**src/design/mht_pkg.sv**
```systemverilog
// Shared types, codes and the byte classifier for the mail header tokenizer.
`timescale 1ns / 1ps

package mht_pkg;

    localparam int LEN_BITS   = 16;
    localparam int NEST_BITS  = 8;
    localparam int QDEPTH     = 4;
    localparam int QPTR_BITS  = $clog2(QDEPTH);

    localparam logic [LEN_BITS-1:0]  LEN_MAX  = {LEN_BITS{1'b1}};
    localparam logic [NEST_BITS-1:0] NEST_MAX = 8'd255;

    // token classes
    localparam logic [3:0] C_ATOM    = 4'd0;
    localparam logic [3:0] C_SPACE   = 4'd1;
    localparam logic [3:0] C_COMMENT = 4'd2;
    localparam logic [3:0] C_QUOTED  = 4'd3;
    localparam logic [3:0] C_ESCAPED = 4'd4;
    localparam logic [3:0] C_DOMLIT  = 4'd5;
    localparam logic [3:0] C_SPECIAL = 4'd6;
    localparam logic [3:0] C_CONTROL = 4'd7;
    localparam logic [3:0] C_HIGH    = 4'd8;

    // delimiter bytes
    localparam logic [7:0] CH_BSLASH = 8'h5C;
    localparam logic [7:0] CH_LPAREN = 8'h28;
    localparam logic [7:0] CH_RPAREN = 8'h29;
    localparam logic [7:0] CH_DQUOTE = 8'h22;
    localparam logic [7:0] CH_RBRACK = 8'h5D;

    typedef enum logic [2:0] {
        K_NONE    = 3'd0,
        K_ATOM    = 3'd1,
        K_SPACE   = 3'd2,
        K_COMMENT = 3'd3,
        K_QUOTED  = 3'd4,
        K_DOMLIT  = 3'd5,
        K_ESCAPE  = 3'd6
    } kind_t;

    typedef struct packed {
        logic [3:0]          token_class;
        logic [LEN_BITS-1:0] token_length;
        logic                unterminated;
        logic                final_token;
    } result_t;

    // one queue entry: the results caused by one byte
    typedef struct packed {
        logic    two;
        result_t r1;
        result_t r0;
    } entry_t;

    function automatic logic [3:0] class_of(input logic [7:0] b);
        logic [6:0] c;
        logic [3:0] r;
        c = b[6:0];
        if (c == 7'd0) begin
            r = C_HIGH;
        end else if (c == 7'h20 || c == 7'h09 || c == 7'h0A || c == 7'h0D) begin
            r = C_SPACE;
        end else if (c < 7'h20) begin
            r = C_CONTROL;
        end else begin
            case (c)
                7'h22:   r = C_QUOTED;
                7'h28:   r = C_COMMENT;
                7'h5B:   r = C_DOMLIT;
                7'h5C:   r = C_ESCAPED;
                7'h29, 7'h3C, 7'h3E, 7'h40, 7'h2C, 7'h3B, 7'h3A, 7'h2E, 7'h5D:
                         r = C_SPECIAL;
                default: r = C_ATOM;
            endcase
        end
        return r;
    endfunction

endpackage

```
**src/design/mht_front.sv**
```systemverilog
// Front end: takes bytes, classifies them and runs the token state, emitting queue entries.
`timescale 1ns / 1ps

module mht_front
    import mht_pkg::*;
(
    input  logic        aclk,
    input  logic        aresetn,
    input  logic        in_fire,
    input  logic [7:0]  byte_in,
    input  logic        last_byte,
    output logic        push,
    output entry_t      push_entry
);

    kind_t                kind_reg, kind_next;
    logic [LEN_BITS-1:0]  len_reg, len_next;
    logic [NEST_BITS-1:0] depth_reg, depth_next;
    logic                 esc_reg, esc_next;

    logic [3:0]          cls;
    logic [3:0]          run_cls;
    logic [3:0]          tcls;
    logic [LEN_BITS-1:0] len_inc;
    logic                closed;
    logic                start;
    logic                new_emit;
    result_t             new_res;
    result_t             r0, r1;
    logic [1:0]          n;

    assign cls     = class_of(byte_in);
    assign len_inc = (len_reg == LEN_MAX) ? len_reg : len_reg + 1'b1;
    assign run_cls = (kind_reg == K_ATOM) ? C_ATOM : C_SPACE;
    assign tcls    = (kind_reg == K_COMMENT) ? C_COMMENT :
                     (kind_reg == K_QUOTED)  ? C_QUOTED : C_DOMLIT;

    always_comb begin
        kind_next  = kind_reg;
        len_next   = len_reg;
        depth_next = depth_reg;
        esc_next   = esc_reg;
        r0         = '0;
        r1         = '0;
        n          = 2'd0;
        start      = 1'b0;
        closed     = 1'b0;
        new_emit   = 1'b0;
        new_res    = '0;

        case (kind_reg)
            K_ATOM, K_SPACE: begin
                if (cls == run_cls) begin
                    len_next = len_inc;
                    if (last_byte) begin
                        r0 = '{run_cls, len_inc, 1'b0, 1'b1};
                        n = 2'd1;
                        kind_next = K_NONE;
                        len_next = '0;
                    end
                end else begin
                    r0 = '{run_cls, len_reg, 1'b0, 1'b0};
                    n = 2'd1;
                    kind_next = K_NONE;
                    len_next = '0;
                    start = 1'b1;
                end
            end
            K_ESCAPE: begin
                r0 = '{C_ESCAPED, LEN_BITS'(2), 1'b0, last_byte};
                n = 2'd1;
                kind_next = K_NONE;
                len_next = '0;
            end
            K_COMMENT, K_QUOTED, K_DOMLIT: begin
                len_next = len_inc;
                if (esc_reg) begin
                    esc_next = 1'b0;
                end else if (byte_in == CH_BSLASH) begin
                    esc_next = 1'b1;
                end else if (kind_reg == K_COMMENT) begin
                    if (byte_in == CH_LPAREN) begin
                        if (depth_reg != NEST_MAX) depth_next = depth_reg + 1'b1;
                    end else if (byte_in == CH_RPAREN) begin
                        if (depth_reg != '0) depth_next = depth_reg - 1'b1;
                        else closed = 1'b1;
                    end
                end else if (kind_reg == K_QUOTED) begin
                    closed = (byte_in == CH_DQUOTE);
                end else begin
                    closed = (byte_in == CH_RBRACK);
                end
                if (closed || last_byte) begin
                    r0 = '{tcls, len_inc, ~closed, last_byte};
                    n = 2'd1;
                    kind_next = K_NONE;
                    len_next = '0;
                    depth_next = '0;
                    esc_next = 1'b0;
                end
            end
            K_NONE: begin
                start = 1'b1;
            end
            default: begin
                kind_next = K_NONE;
                len_next = '0;
                depth_next = '0;
                esc_next = 1'b0;
            end
        endcase

        // byte opens a new token
        if (start) begin
            case (cls)
                C_ATOM, C_SPACE: begin
                    if (last_byte) begin
                        new_emit = 1'b1;
                        new_res = '{cls, LEN_BITS'(1), 1'b0, 1'b1};
                    end else begin
                        kind_next = (cls == C_ATOM) ? K_ATOM : K_SPACE;
                        len_next = LEN_BITS'(1);
                    end
                end
                C_COMMENT, C_QUOTED, C_DOMLIT: begin
                    if (last_byte) begin
                        new_emit = 1'b1;
                        new_res = '{cls, LEN_BITS'(1), 1'b1, 1'b1};
                    end else begin
                        kind_next = (cls == C_COMMENT) ? K_COMMENT :
                                    (cls == C_QUOTED)  ? K_QUOTED : K_DOMLIT;
                        len_next = LEN_BITS'(1);
                        depth_next = '0;
                        esc_next = 1'b0;
                    end
                end
                C_ESCAPED: begin
                    if (last_byte) begin
                        new_emit = 1'b1;
                        new_res = '{C_ESCAPED, LEN_BITS'(1), 1'b1, 1'b1};
                    end else begin
                        kind_next = K_ESCAPE;
                        len_next = LEN_BITS'(1);
                    end
                end
                default: begin
                    new_emit = 1'b1;
                    new_res = '{cls, LEN_BITS'(1), 1'b0, last_byte};
                end
            endcase
            if (new_emit) begin
                if (n == 2'd0) r0 = new_res;
                else           r1 = new_res;
                n = n + 2'd1;
            end
        end
    end

    assign push       = in_fire && (n != 2'd0);
    assign push_entry = '{(n == 2'd2), r1, r0};

    always_ff @(posedge aclk) begin
        if (!aresetn) begin
            kind_reg  <= K_NONE;
            len_reg   <= '0;
            depth_reg <= '0;
            esc_reg   <= 1'b0;
        end else if (in_fire) begin
            kind_reg  <= kind_next;
            len_reg   <= len_next;
            depth_reg <= depth_next;
            esc_reg   <= esc_next;
        end
    end

endmodule

```
**src/design/mht_fifo.sv**
```systemverilog
// Short entry queue between the front end and the result stage.
`timescale 1ns / 1ps

module mht_fifo
    import mht_pkg::*;
(
    input  logic   aclk,
    input  logic   aresetn,
    input  logic   push,
    input  entry_t push_entry,
    input  logic   pop,
    output entry_t pop_entry,
    output logic   empty,
    output logic   full
);

    entry_t               mem_reg [QDEPTH];
    logic [QPTR_BITS-1:0] wr_ptr_reg;
    logic [QPTR_BITS-1:0] rd_ptr_reg;
    logic [QPTR_BITS:0]   count_reg;

    assign empty     = (count_reg == '0);
    assign full      = (count_reg == (QPTR_BITS+1)'(QDEPTH));
    assign pop_entry = mem_reg[rd_ptr_reg];

    always_ff @(posedge aclk) begin
        if (push) mem_reg[wr_ptr_reg] <= push_entry;
    end

    always_ff @(posedge aclk) begin
        if (!aresetn) begin
            wr_ptr_reg <= '0;
            rd_ptr_reg <= '0;
            count_reg  <= '0;
        end else begin
            if (push) wr_ptr_reg <= wr_ptr_reg + 1'b1;
            if (pop)  rd_ptr_reg <= rd_ptr_reg + 1'b1;
            case ({push, pop})
                2'b10:   count_reg <= count_reg + 1'b1;
                2'b01:   count_reg <= count_reg - 1'b1;
                default: count_reg <= count_reg;
            endcase
        end
    end

endmodule

```
**src/design/mht_back.sv**
```systemverilog
// Result stage: unpacks queue entries into single result transfers.
`timescale 1ns / 1ps

module mht_back
    import mht_pkg::*;
(
    input  logic    aclk,
    input  logic    aresetn,
    input  entry_t  q_entry,
    input  logic    q_empty,
    output logic    q_pop,
    output logic    out_valid,
    input  logic    out_ready,
    output result_t out_res
);

    logic    valid_reg;
    result_t res_reg;
    logic    second_valid_reg;
    result_t second_reg;
    logic    advance;

    assign advance   = !valid_reg || out_ready;
    assign q_pop     = advance && !second_valid_reg && !q_empty;
    assign out_valid = valid_reg;
    assign out_res   = res_reg;

    always_ff @(posedge aclk) begin
        if (!aresetn) begin
            valid_reg        <= 1'b0;
            second_valid_reg <= 1'b0;
        end else if (advance) begin
            if (second_valid_reg) begin
                valid_reg        <= 1'b1;
                second_valid_reg <= 1'b0;
            end else begin
                valid_reg        <= !q_empty;
                second_valid_reg <= !q_empty && q_entry.two;
            end
        end
    end

    always_ff @(posedge aclk) begin
        if (advance) begin
            if (second_valid_reg) begin
                res_reg <= second_reg;
            end else if (!q_empty) begin
                res_reg    <= q_entry.r0;
                second_reg <= q_entry.r1;
            end
        end
    end

endmodule

```
**src/design/mail_header_tokenizer.sv**
```systemverilog
// Top level of the mail header tokenizer: front end, entry queue and result stage.
`timescale 1ns / 1ps
// Throughput: one byte per cycle in while the queue is not full; one result per cycle
//   out while m_tready is high (a byte that closes a run and forms a token of its own
//   yields two results in turn). Path: the front end decodes in the transfer cycle and
//   writes the entry queue, which feeds the output register that drives m_tvalid.
// Reset: aresetn low clears the token state, the queue and the output register.

module mail_header_tokenizer
    import mht_pkg::*;
(
    input  logic        aclk,
    input  logic        aresetn,
    input  logic        s_tvalid,
    output logic        s_tready,
    input  logic [7:0]  s_tdata,   // [7:0] byte_in
    input  logic        s_tlast,   // last_byte
    output logic        m_tvalid,
    input  logic        m_tready,
    output logic [23:0] m_tdata,   // [3:0] token_class, [19:4] token_length, [23:20] zero
    output logic        m_tuser,   // unterminated
    output logic        m_tlast    // final_token
);

    logic    in_fire;
    logic    push;
    entry_t  push_entry;
    entry_t  q_entry;
    logic    q_empty;
    logic    q_full;
    logic    q_pop;
    result_t out_res;

    assign s_tready = !q_full;
    assign in_fire  = s_tvalid && s_tready;

    mht_front u_front (
        .aclk       (aclk),
        .aresetn    (aresetn),
        .in_fire    (in_fire),
        .byte_in    (s_tdata),
        .last_byte  (s_tlast),
        .push       (push),
        .push_entry (push_entry)
    );

    mht_fifo u_fifo (
        .aclk       (aclk),
        .aresetn    (aresetn),
        .push       (push),
        .push_entry (push_entry),
        .pop        (q_pop),
        .pop_entry  (q_entry),
        .empty      (q_empty),
        .full       (q_full)
    );

    mht_back u_back (
        .aclk      (aclk),
        .aresetn   (aresetn),
        .q_entry   (q_entry),
        .q_empty   (q_empty),
        .q_pop     (q_pop),
        .out_valid (m_tvalid),
        .out_ready (m_tready),
        .out_res   (out_res)
    );

    assign m_tdata = {4'd0, out_res.token_length, out_res.token_class};
    assign m_tuser = out_res.unterminated;
    assign m_tlast = out_res.final_token;

endmodule

```
**config.mk**
```make
export PLATFORM = sky130hd
export DESIGN_NAME = mail_header_tokenizer
export DESIGN_NICKNAME = d
export VERILOG_FILES = /design/src/design/mht_pkg.sv /design/src/design/mht_front.sv /design/src/design/mht_fifo.sv /design/src/design/mht_back.sv /design/src/design/mail_header_tokenizer.sv
export SDC_FILE = /design/constraint.sdc
export NUM_CORES = 1
export LEC_CHECK = 0
export CAP_MARGIN = 20
export CORE_ASPECT_RATIO = 0.6
export CORE_MARGIN = 5
export CORE_UTILIZATION = 44
export DETAILED_ROUTE_END_ITERATION = 8
export DONT_BUFFER_PORTS = 1
export GPL_TIMING_DRIVEN = 0
export MAX_ROUTING_LAYER = met4
export PLACE_DENSITY = 0.59
export SETUP_SLACK_MARGIN = 0.4
export SYNTH_ARGS = -nofsm -noshare
export SYNTH_HDL_FRONTEND = slang
export SYNTH_HIERARCHICAL = 1
export SYNTH_SLANG_ARGS = --single-unit
```
**constraint.sdc**
```tcl
create_clock -name aclk -period 9.35 [get_ports aclk]
set_input_delay 1.4025 -clock aclk [delete_from_list [all_inputs] [get_ports aclk]]
set_output_delay 1.4025 -clock aclk [all_outputs]
set_load 0.02 [all_outputs]
```
==> results of run 1 <==
-- power by group --
part | internal [uW] | switching, uW
clock network | 668 | 455
registers | 1550 | 128
logic | 386 | 459
total | 2600 | 1040
-- routing by layer --
metal / wire [um] / up-vias / track usage
li1: - / 3481 / -
met1: 13800 / 3839 / 0.292
met2: 11300 / 281 / 0.238
met3: 1940 / 40 / 0.0319
met4: 430 / 0 / 0.0311
met5: 0 / - / -
-- layout make-up --
cell class / instances / area (sq um) / share of cell area
Sequential cell: 263 / 7510 / 0.546
Multi-Input combinational cell: 531 / 4150 / 0.302
Clock buffer: 28 / 679 / 0.0494
Buffer: 68 / 480 / 0.0349
Tap cell: 367 / 459 / 0.0334
Clock inverter: 20 / 243 / 0.0177
Timing Repair Buffer: 7 / 130 / 0.00946
Inverter: 27 / 101 / 0.00737
-- worst paths after layout --
path / start / end / slack, ns
setup / recovery: s_tdata[0] / u_fifo/count_reg[2]$_SDFFE_PN0P_ / 3.88
setup reg to reg: u_front/kind_reg[2]$_SDFFE_PN0P_ / u_fifo/count_reg[2]$_SDFFE_PN0P_ / 4.83
hold / removal: u_front/len_reg[9]$_SDFFE_PN0P_ / u_front/len_reg[9]$_SDFFE_PN0P_ / 0.51
hold reg to reg: u_front/len_reg[9]$_SDFFE_PN0P_ / u_front/len_reg[9]$_SDFFE_PN0P_ / 0.51
-- metrics by stage --
stage	utilization	instance area (sq um)	instances	hold slack (ns)	setup slack [ns]
after floorplan	-	12200	889	0.466	3.87
after global placement	0.463	12700	1256	0.500	2.31
after detailed placement	0.468	12800	1263	0.496	3.48
after CTS	0.502	13700	1311	0.506	4.01
after global routing	0.502	13700	1311	0.521	3.57
final	0.502	13700	1311	0.506	3.88
-- kinds of logic (layout without fill, tap and decap cells) --
kind of cell    after synthesis  in the layout  share of synthesized area
buf+inv                      95            150                     0.0479
simple gates                254            254                      0.113
xor+xnor                      9              9                    0.00649
other cells                   2             19                   0.000618
mux                          72             72                      0.110
compound gates              167            167                     0.0942
fa+ha+maj                    10             10                     0.0109
flops                       263            263                      0.618
-- worst register-to-register path: cells and delay by family, from the launching register on --
kind	cells	cell delay, ns
buffers and inverters	5	1.05
AO/OA/AOI/OAI	4	0.92
adder cells (fa/ha/maj)	3	0.92
AND/OR/NAND/NOR	4	0.70
XOR/XNOR	2	0.53
flip-flops	1	0.34
-- cells in the final DEF (no fill, tap or decap), drive strengths merged, types with 7 or more instances in the layout --
master	count
o22ai	7
nand3	37
a21oi	40
ha	9
clkinv	10
mux2	24
nor3	21
inv	29
a22oi	10
or3	7
o21ai	28
nand3b	7
and3	13
a31oi	28
dfxtp	39
buf	58
nor2	50
nand2	53
clkbuf	45
and2	18
edfxtp	224
conb	19
mux4	45
==> results.txt, run 1 <==
The flow ran to the end, and the final reports show no timing, DRC or antenna violations. In this run the power density over the cells is roughly 260 nW/um^2. Summed over all instances, the cell type with the most area after synthesis is sky130_fd_sc_hd__edfxtp_1. By area the synthesized netlist is led by sky130_fd_sc_hd__edfxtp_1 (55%), sky130_fd_sc_hd__mux4_2 (7.4%), sky130_fd_sc_hd__dfxtp_1 (6.4%). The clock transition at the registers of the reported paths came out at 0.07 ns. The total clock buffers created by CTS is 26.

The post-detailed-route count of antenna-violating nets is 0. The quantity of gates resized following cts is 0. The cell count of the worst reg-to-reg path is 18. TritonCTS built the clock tree.

STA classifies the critical path startpoint as a primary input. The number of instances on the worst hold path is 1. In the synthesized netlist, the number of instances is 872.

The proportion of synthesized chip area in sequential cells is 0.618. The data arrival at the endpoint of the critical path is around 6 ns. Buffers placed on the I/O ports in this run total 0. The total buffers and inverters traversed by the critical path is 4.

The register with the most flip-flops in the layout has 180 of them. The clock period minus worst slack came out at ~5.5 ns. Setup violations remaining at the end of the flow were counted as 0.

After the last flow step, the layout net total stands at 947. The data required time of the worst path is 9.80 ns. The total grt overflow came out at 0.

The share of post-route cells with drive strength above 1 is 0.201. The max-slew violation total from the final report came out at 0. Routability-driven placement finished with a final weighted congestion of 0.927. The synthesized cell area is roughly 12,000 sq um. The first-pass GRT wire length is 43.2 mm.

The maximum number of buffers from clock root to sink came out at 3. The die is approximately 220 um wide. Setup repair after global routing left no endpoint under its margin.

From bottom edge to top edge, the die measures roughly 140 um. The post-synthesis register bit count came out at 263. The overall power came out at 3640 uW.

The starting utilization of the core area came out at 0.443. Counting every sink on the clock net gives 263. The number of flops mapped to enable cells by yosys came out at 224. The critical path's largest stage delay is 0.48 ns. The number of rows in the core area came out at 47. The number of top-level design ports is 41. In the synthesized netlist, the cells that appear most often are sky130_fd_sc_hd__edfxtp_1 (224), sky130_fd_sc_hd__nand2_1 (52), sky130_fd_sc_hd__nor2_1 (50). The worst-case clock skew came out at 0.0203 ns.

The fill cell total of the finished layout came out at ~2.4k. The number of antenna violations at the first check in global routing is 0. After detailed routing, the number of remaining DRC violations is 0. Compared with the post-synthesis result, the final layout area differs by 13.1%. The peak fanout along the critical path is 10.

The normalized max-slew margin came out at 0.365. The wire-length estimate of the detail-placed layout is between 15 and 20 mm. The via total after detailed routing came out at 7,641.

The kind of cell with the highest combined delay along the critical path is compound AO/OA/AOI/OAI gates. The H-tree depth reported by CTS is 1. At the pin with the least slew margin, the transition time is between 0.9 and 1 ns. Traced cell by cell, the critical path runs through buf_2 -> o41a_1 -> o22ai_1 -> xnor2_1 -> clkbuf_1 -> nand3_1 -> o2111ai_1 -> nand2_1 -> ha_1 -> o31ai_1 -> a31oi_1 -> inv_1 -> ha_1 -> inv_1 -> fa_1 -> xor2_1 -> or3_1 -> a21boi_0. The number of different library cells in the post-synthesis netlist is 87. Among all cell types in the netlist, the one instantiated most often is sky130_fd_sc_hd__edfxtp_1. The leakage power of the design came out at 0.00464 uW. The routed wire length is between 20 and 30 mm. The area inside the core boundary is approximately 27,000 sq um. STA classifies the critical path endpoint as a register. The pin count of the biggest net entering global routing came out at 33. In the final routed layout, each cell accounts on average for 21.0 um. The average cell area after synthesis came out at 13.9 sq um. The via count of the first global-routing pass is around 7.2k. Static timing analysis puts the maximum clock frequency at 183 MHz.

The number of iterations in the first detailed-routing pass came out at 5. The peak ir drop on the vdd network came out at 0.199 mV. Buffers added to address setup during post-CTS repair amount to 0.

The final total negative setup slack is 0 ns. The class of the tightest hold or removal check is register to register. The number of hold violations in the final report is 0. The via density per instance came out at 5.83. In this run the number of cells on the critical path is 18. The cell with the largest stage delay on the worst path is sky130_fd_sc_hd__clkbuf_1. The fraction of the cycle the final worst path needs came out at 0.585. The start-to-end type of the worst setup path is primary input to register. The area enclosed by the die boundary is 31,200 sq um. The number of max-cap violations is 0.

The cell sitting at the root of the clock tree is a sky130_fd_sc_hd__clkbuf_16. The most used flip-flop cell after synthesis is sky130_fd_sc_hd__edfxtp_1. The number of antenna diodes in the final layout is 0.

The global-route usage over all layers is 0.180. The clock insertion delay at the later pin of the skew report is roughly 0.54 ns. The share of synthesized area in the top cell type comes to 0.553. The detailed router finished its first iteration with 1,045 violations. The Yosys warning count came out at 6. The number of buffers inserted for hold repair after clock tree synthesis is 0. After synthesis, the share of flip-flops with an asynchronous set or reset is 0.
Note: power is estimated with default switching activity, not from simulation.
==> run 2: changes to the inputs <==
PLACE_DENSITY = 0.61   (was 0.59)
clock period = 4.42 ns   (was 9.35 ns; I/O delays follow)
==> run 2 against run 1 <==
Effect of this change: die area did not move; final cell count about the same; via count down 1.1%; setup slack got worse by 3.3 ns; critical path depth unchanged; sequential share of layout area down 0.39 points; flip-flop and latch count stayed put; clock skew fell by 0.0021 ns; total power is 100% higher; cell area up 0.75%; combinational power is 120% higher.
==> results.txt, run 2 (synthesized netlist as in run 1, its figures left out) <==
Of all nets on the critical path, the largest fanout is 10. The clock period minus worst slack is 3.84 ns. Pin placement for this block handled between 40 and 50 I/O pins.

The total grt overflow is 0. Relative to the synthesized area, the layout overhead comes to 14.0%. Of the total power, registers draw 0.476. The number of rows in the core area came out at 47.

The final-stage net count came out at 950. In the final layout, the multi-input gates occupy 4310 sq um. Across the whole layout, storage elements account for 7510 sq um. The clock transition at the registers of the reported paths came out at approximately 0.060 ns. The antenna diode count came out at 0.

For this run, the share of the core covered by cells in the final layout is 0.505. The number of max-cap violations is 0. The slew of the pin with the lowest slew margin is 0.971 ns.

In the routed layout, each cell is associated on average with a via count of 5.76. The peak ir drop on the vdd network is 0.448 mV. The leakage power of the design is 0.00465 uW. The count of input and output buffers is 0. The run finished with clean final reports. The number of hold violations in the final report came to 0. The pin count of the biggest net entering global routing is 33.

The root buffer cell chosen for the clock tree is sky130_fd_sc_hd__clkbuf_16. The portion of total power attributed to combinational logic came out at 0.246. The share of post-route cells with drive strength above 1 came out at 0.224. The type of destination of the critical path is a register. The met1 layer usage reported by global route is 0.281. The commonest non-fill, non-tap cell in the layout is sky130_fd_sc_hd__edfxtp_1. STA classifies the critical path startpoint as a primary input.

The cell count of the worst reg-to-reg path came out at 18. The worst-case clock skew came out at between 0.015 and 0.02 ns. By startpoint and endpoint, the worst setup path is classified as primary input to register. The switching fraction of total power is 0.290. The data required time of the worst path is ~4.9 ns.

The maximum number of buffers from clock root to sink is 3. The total cell area at the placement stage is 13,000 sq um. Dividing the final minimum period by the clock period gives 0.868.

Setup repair after global routing left no endpoint under its margin. The data arrival at the endpoint of the critical path is 4.29 ns. In the final timing run, aggregate negative setup slack is 0 ns. The number of instances on the worst hold path is 1. The starting utilization of the core area is 0.443.

The worst hold path belongs to the class primary input to register. The endpoint of the most critical register-to-register path is u_fifo/count_reg[2]$_SDFFE_PN0P_. The number of remaining DRC errors came out at 0. The via total after detailed routing is 7,554.

For the worst-skew pair, the clock arrives at the later sink with an insertion delay of 0.53 ns. Counting every sink on the clock net gives 263. The post-detailed-route count of antenna-violating nets is 0. The beginning of the worst hold path is aresetn. The total clock buffers created by CTS is 25. The met2 track utilization from global routing came out at 0.240.

The number of iterations in the first detailed-routing pass is 5. The max-slew violation total from the final report is 0. The height of the die is 139 um. The floorplan step defined a die boundary enclosing 31,200 sq um. The floorplan die width is around 220 um. The starting DRC count in detailed routing is 800. The least setup slack across all paths after layout came out at 0.582 ns. The post-route cell area came out at 13,900 sq um. The relative contribution of the clock network to total power is 0.278. The power density relative to cell area is 536 nW/um^2. The congestion estimate from routability-driven global placement came to 0.933. The met3 usage in global routing is 0.0389. The internal power of the cells is approximately 5300 uW. The detailed placer's ending HPWL is 18.4 mm. The fill cell total of the finished layout came out at 2,347. In the final routed layout, each cell accounts on average for between 20 and 25 um. The flip-flop count of the largest register, all copies and words added is 180. The switching component of the power came out at 2150 uW. The worst hold path terminates at u_fifo/count_reg[0]$_SDFFE_PN0P_. Across every metal layer, demand over resource in global routing totals 0.178. The normalized max-slew margin is 0.346.

The beginning of the worst register-to-register path is u_front/depth_reg[0]$_SDFFE_PN0P_. met1 is the most crowded layer. The highest clock rate came out at about 260 MHz.

TritonCTS built the clock tree. The setup slack after placement is -0.0639 ns. The number of antenna violations at the first check in global routing came out at 0. The number of setup violations in the final report came out at 0. Wires add up to 27.1 mm. In the layout the commonest cells are sky130_fd_sc_hd__edfxtp_1 (224), sky130_fd_sc_hd__nand2_1 (50), sky130_fd_sc_hd__nor2_1 (50). The via count of the first global-routing pass is between 7k and 8k.

The first-pass GRT wire length came out at ~43 mm. After floorplanning, the core was sized to cover 27,400 sq um. In this run the number of H-tree levels came out at 1. The worst reg-to-reg setup slack came out at 0.62 ns.

Across all hold checks on the routed design, the worst slack comes to 0.269 ns.
-- run 2: changes by cell type in the layout (fill, tap and decap cells not counted), moves of 3 or more --
cell,change
sky130_fd_sc_hd__clkinv_2,+3
sky130_fd_sc_hd__buf_8,+3
sky130_fd_sc_hd__bufinv_16,-5
sky130_fd_sc_hd__buf_2,-3
sky130_fd_sc_hd__clkbuf_1,+3
-- run 2: stage by stage --
| step | total power, uW | instances |
|---|---|---|
| global route | 7800 | 1312 |
| finish | 7420 | 1312 |
| detailed placement | 5430 | 1263 |
| floorplan | 4830 | 889 |
| global placement | 5310 | 1256 |
| CTS | 7520 | 1308 |
-- run 2: worst max path at each step --
stage	start	endpoint	slack, ns	cells after the start
after global routing	s_tdata[3]	u_fifo/count_reg[2]$_SDFFE_PN0P_	0.42	18
after floorplan	s_tdata[4]	u_fifo/count_reg[2]$_SDFFE_PN0P_	0.26	19
after CTS	u_front/depth_reg[0]$_SDFFE_PN0P_	u_fifo/count_reg[2]$_SDFFE_PN0P_	0.46	18
after detailed placement	s_tdata[1]	u_fifo/count_reg[2]$_SDFFE_PN0P_	-0.06	19
final	s_tdata[3]	u_fifo/count_reg[2]$_SDFFE_PN0P_	0.58	18
after global placement	s_tdata[3]	u_fifo/mem_reg[1][20]$_DFFE_PP_	-0.30	12
-- run 2: layout make-up --
class                      count  area share
sequential                   263       0.542
multi-input combinational    531       0.311
clock buffer                  33      0.0519
buffer                        68      0.0378
tap                          367      0.0331
timing repair buffer          11      0.0118
inverter                      27     0.00732
clock inverter                12     0.00470
-- run 2: repair_timing --
item	in CTS	in global routing
setup endpoints to repair	119	58
resized for setup	4	9
setup buffers	0	4
hold buffers	0	0
pin swaps	0	3
-- run 2: metal layers --
layer  up-vias  wire length, um
met5         -                0
met4         0              339
met3        30             2050
met2       294            11300
met1      3756            13400
li1       3474                -
-- run 2: critical path: stages --
cell	delay (ns)
sky130_fd_sc_hd__buf_6	0.11
sky130_fd_sc_hd__o41a_1	0.43
sky130_fd_sc_hd__o22ai_2	0.35
sky130_fd_sc_hd__xnor2_2	0.19
sky130_fd_sc_hd__clkbuf_8	0.24
sky130_fd_sc_hd__a31oi_1	0.13
sky130_fd_sc_hd__a21oi_4	0.22
sky130_fd_sc_hd__nand2_2	0.10
sky130_fd_sc_hd__ha_4	0.26
sky130_fd_sc_hd__o31ai_4	0.27
sky130_fd_sc_hd__a31oi_4	0.09
sky130_fd_sc_hd__inv_2	0.09
sky130_fd_sc_hd__ha_2	0.19
sky130_fd_sc_hd__inv_2	0.04
sky130_fd_sc_hd__fa_2	0.32
sky130_fd_sc_hd__xor2_1	0.15
sky130_fd_sc_hd__or3_1	0.31
sky130_fd_sc_hd__a21boi_1	0.12
-- run 2: power by group through the flow --
stage          clock (uW)  sequential [uW]  combinational (uW)
3_3_place_gp            0             3630                1690
5_1_grt              2240             3580                1980
2_1_floorplan           0             3560                1270
6_report             2060             3540                1820
3_5_place_dp            0             3600                1830
4_1_cts              2130             3550                1840
==> run 3: changes to the inputs <==
ABC_AREA = 1   (was unset)
==> run 3 against run 2 <==
Effect of this change: combinational power increased by 41%; synthesized area increased by 6.4%; fmax increased by 3.9%; critical endpoint unchanged; largest power group unchanged; highest routed layer unchanged.
==> results.txt, run 3 <==
The area enclosed by the die boundary came out at 33,000 sq um. The slew of the pin with the lowest slew margin is 1.26 ns. The worst reg-to-reg setup slack came out at approximately 0.73 ns. The floorplan die width came out at 231 um. The via total after detailed routing came out at 9,925. The pin count of the biggest net entering global routing came out at 37. The share of post-route cells with drive strength above 1 came out at 0.113. The proportion of synthesized chip area in sequential cells is 0.581. The H-tree depth reported by CTS is 1. Once detail routing completed, the nets flagged for antenna violations numbered 0.

For this design the static power due to leakage is roughly 0.0055 uW. The total area inside the core boundary comes to a little under 30,000 sq um. Among all flip-flop cells after synthesis, the most frequent one is sky130_fd_sc_hd__edfxtp_1. The data arrival at the endpoint of the critical path came out at 4.15 ns.

The final layout contains 1,433 nets. The number of antenna diodes in the final layout is 0. The beginning of the worst register-to-register path is u_front/kind_reg[1]$_SDFFE_PN0P_.

The worst-case clock skew came out at 0.00951 ns. STA classifies the critical path startpoint as a register. The starting utilization of the core area came out at 0.448. The first-pass GRT wire length came out at 53.4 mm. In the synthesized netlist, the cells that appear most often are sky130_fd_sc_hd__nand2_1 (277), sky130_fd_sc_hd__edfxtp_1 (224), sky130_fd_sc_hd__nor2_1 (181). The total grt overflow is 0.

The worst register-to-register path has a depth of 20. The post-route cell area came out at between 10,000 and 15,000 sq um. The number of setup violations in the final report came out at 0. Dividing the synthesized area by the synthesized cell count gives 9.52 sq um. The via density per instance is 5.51.

The starting DRC count in detailed routing is 1,158. The number of buffers inserted for hold repair after clock tree synthesis is 0. The post-synthesis register bit count came out at approximately 260.

The type of destination of the critical path is a register. The area growth from synthesis to layout came out at 11.3%. The worst hold path was traced through 2 stages. The fraction of the cycle the final worst path needs is 0.836. In this run, synthesis inferred roughly 220 flip-flops with an integrated enable. The endpoint identified for the worst register-to-register timing path is u_fifo/count_reg[2]$_SDFFE_PN0P_.

The cell count after synthesis came out at 1,357. The highest clock rate is 271 MHz. The cell type contributing the most total cell area after synthesis is sky130_fd_sc_hd__edfxtp_1.

The TritonCTS sink count came out at 263. The number of antenna violations at the first check in global routing came out at 0. The final layout contains routed wiring with a total length of between 30 and 40 mm.

By area the synthesized netlist is led by sky130_fd_sc_hd__edfxtp_1 (52%), sky130_fd_sc_hd__nand2_1 (8.0%), sky130_fd_sc_hd__dfxtp_1 (6.0%). The switching fraction of total power is 0.355. The flow ran to the end, and the final reports show no timing, DRC or antenna violations.

The relative contribution of the clock network to total power is 0.242. The number of remaining DRC errors came out at 0. The source of the critical timing path is u_front/kind_reg[1]$_SDFFE_PN0P_. The least setup slack across all paths after layout came out at around 0.73 ns. The top cell types in the final layout, fill and taps aside, are sky130_fd_sc_hd__nand2_1 (277), sky130_fd_sc_hd__edfxtp_1 (224), sky130_fd_sc_hd__nor2_1 (179). The number of max-cap violations came out at 0. The class of the tightest hold or removal check is primary input to register. The most critical setup path has its endpoint at u_fifo/count_reg[2]$_SDFFE_PN0P_. Including well taps, the total number of placed cells is 1,755.

The clock tree from TritonCTS is yes. The fraction of synthesis flops using an asynchronous set or reset pin came out at 0. The register with the most flip-flops in the layout has 180 of them. The max-slew violation total from the final report came out at 0. The clock insertion delay at the later pin of the skew report is 0.53 ns. The start-to-end type of the worst setup path is register to register. The via count of the first global-routing pass is approximately 9.0k. The number of different library cells in the post-synthesis netlist is 49. The congestion estimate from routability-driven global placement came to between 0.9 and 1. The normalized max-slew margin is 0.152.

The share of power burned in registers came out at 0.444. The clock transition at the registers of the reported paths is 0.06 ns. The worst slack on hold paths came out at approximately 0.27 ns. The number of top-level design ports came out at around 40. The root buffer cell chosen for the clock tree is sky130_fd_sc_hd__clkbuf_16.

Setup repair after global routing left no endpoint under its margin. The count of input and output buffers is 0. The share of Yosys cell area claimed by the top area cell type came out at 0.520. Leaving out fill and tap cells, the most frequent cell in the layout is sky130_fd_sc_hd__nand2_1.

Prior to clock tree synthesis, the placed netlist has a worst setup slack of -0.130 ns. sky130_fd_sc_hd__nand2_1 is the most common cell in the netlist. The synthesized cell area came out at 12,900 sq um. The clock period minus worst slack came out at 3.69 ns. For this run, the detailed router's first-pass iteration total came to 5. The maximum number of buffers from clock root to sink is 3.

Across every metal layer, demand over resource in global routing totals 0.213. IR analysis of the VDD net gives a maximum drop of around 0.34 mV. In this run the power spent charging and discharging nets is 2910 uW. The number of hold violations in the final report was 0. The data required time of the worst path came out at 4.88 ns. The number of rows in the core area is 48.

The total clock buffers created by CTS is 25. The internal power of the cells is 5280 uW. The Yosys warning count came out at 6. The peak fanout along the critical path is 10. Setup total negative slack on the finished layout was measured at 0 ns. The power density relative to cell area came out at between 500 and 600 nW/um^2. The total cell area at the placement stage came out at 13,600 sq um. The detailed placer's ending HPWL came out at 24.5 mm. Once layout is complete, the cells apart from fillers number 1,800. The height of the die came out at roughly 140 um. After detailed routing, the average wire length per cell comes to 19.1 um. Of the total power, combinational logic draws 0.314.
[run 3: changes by cell type in the layout (fill, tap and decap cells not counted), sizes merged, moves of 19 or more]
cell | previous run | this run
mux4 | 45 | 0
a31oi | 28 | 9
o22ai | 7 | 47
nand2 | 53 | 284
nand3 | 37 | 68
o21ai | 28 | 119
inv | 28 | 117
mux2 | 24 | 0
a21oi | 40 | 67
nand4 | 4 | 34
nor2 | 50 | 191
[run 3: logic make-up (layout without fill, tap and decap cells)]
family,count (synthesis),count (layout),share of synthesized area
adders and majority gates,10,10,0.0103
xor gates and xnor gates,10,10,0.00678
and+or+nand+nor,606,606,0.200
other,2,19,0.000581
DFF,263,263,0.581
AOI/OAI and AO/OA,265,265,0.116
buffers and inverters,201,252,0.0854
[run 3: worst min path at each step]
stage	from	end
2_1_floorplan	u_fifo/rd_ptr_reg[1]$_SDFFE_PN0P_	register
3_3_place_gp	u_fifo/rd_ptr_reg[1]$_SDFFE_PN0P_	register
3_5_place_dp	u_fifo/rd_ptr_reg[1]$_SDFFE_PN0P_	register
4_1_cts	aresetn	u_fifo/count_reg[2]$_SDFFE_PN0P_
5_1_grt	aresetn	u_fifo/count_reg[2]$_SDFFE_PN0P_
6_report	aresetn	u_fifo/count_reg[2]$_SDFFE_PN0P_
[run 3: power groups by stage]
stage	sequential [uW]	combinational (uW)	clock, uW
after floorplan	3650	1670	0
after global placement	3720	2390	0
after detailed placement	3690	2470	0
after CTS	3650	2490	2030
after global routing	3680	2830	2150
final	3630	2570	1980
[run 3: routing by layer]
layer,global-route usage,vias up,routed length [um]
met5,-,-,0
met4,0.0259,0,367
li1,-,4759,-
met2,0.276,395,13100
met3,0.0471,41,2950
met1,0.345,4730,18000
[run 3: repair_timing]
| action | in CTS | in global routing |
|---|---|---|
| setup buffers | 0 | 2 |
| gates resized for setup | 1 | 18 |
| endpoints found under the hold margin | 0 | 0 |
| pin swaps | 0 | 2 |
| setup endpoints to repair | 65 | 164 |
[run 3: area by class of cell]
class	instances	area (sq um)
fillers	2667	14400
clock buffers	31	648
well taps	375	469
inverters	120	472
repair buffers	9	145
plain buffers	81	639
flip-flops and latches	263	7510
clock inverters	11	78.8
multi-input cells	910	4420
[run 3: critical path, stage by stage, from the launching register on]
cell	delay, ns
sky130_fd_sc_hd__dfxtp_2	0.36
sky130_fd_sc_hd__nand2_1	0.11
sky130_fd_sc_hd__inv_1	0.07
sky130_fd_sc_hd__nor2_2	0.23
sky130_fd_sc_hd__inv_1	0.09
sky130_fd_sc_hd__nand2_1	0.14
sky130_fd_sc_hd__clkinvlp_4	0.30
sky130_fd_sc_hd__a21oi_2	0.28
sky130_fd_sc_hd__nand2_1	0.16
sky130_fd_sc_hd__ha_1	0.33
sky130_fd_sc_hd__o21ai_2	0.18
sky130_fd_sc_hd__a21oi_4	0.14
sky130_fd_sc_hd__inv_1	0.18
sky130_fd_sc_hd__ha_1	0.19
sky130_fd_sc_hd__inv_1	0.07
sky130_fd_sc_hd__fa_1	0.43
sky130_fd_sc_hd__nand2_1	0.10
sky130_fd_sc_hd__nand3_1	0.08
sky130_fd_sc_hd__nand2_1	0.06
sky130_fd_sc_hd__inv_1	0.04
sky130_fd_sc_hd__nor2_1	0.09
[run 3: stage by stage]
| stage | utilization | total power, uW |
|---|---|---|
| floorplan | - | 5320 |
| global placement | 0.467 | 6110 |
| detailed placement | 0.471 | 6170 |
| CTS | 0.496 | 8160 |
| global route | 0.499 | 8660 |
| finish | 0.499 | 8190 |
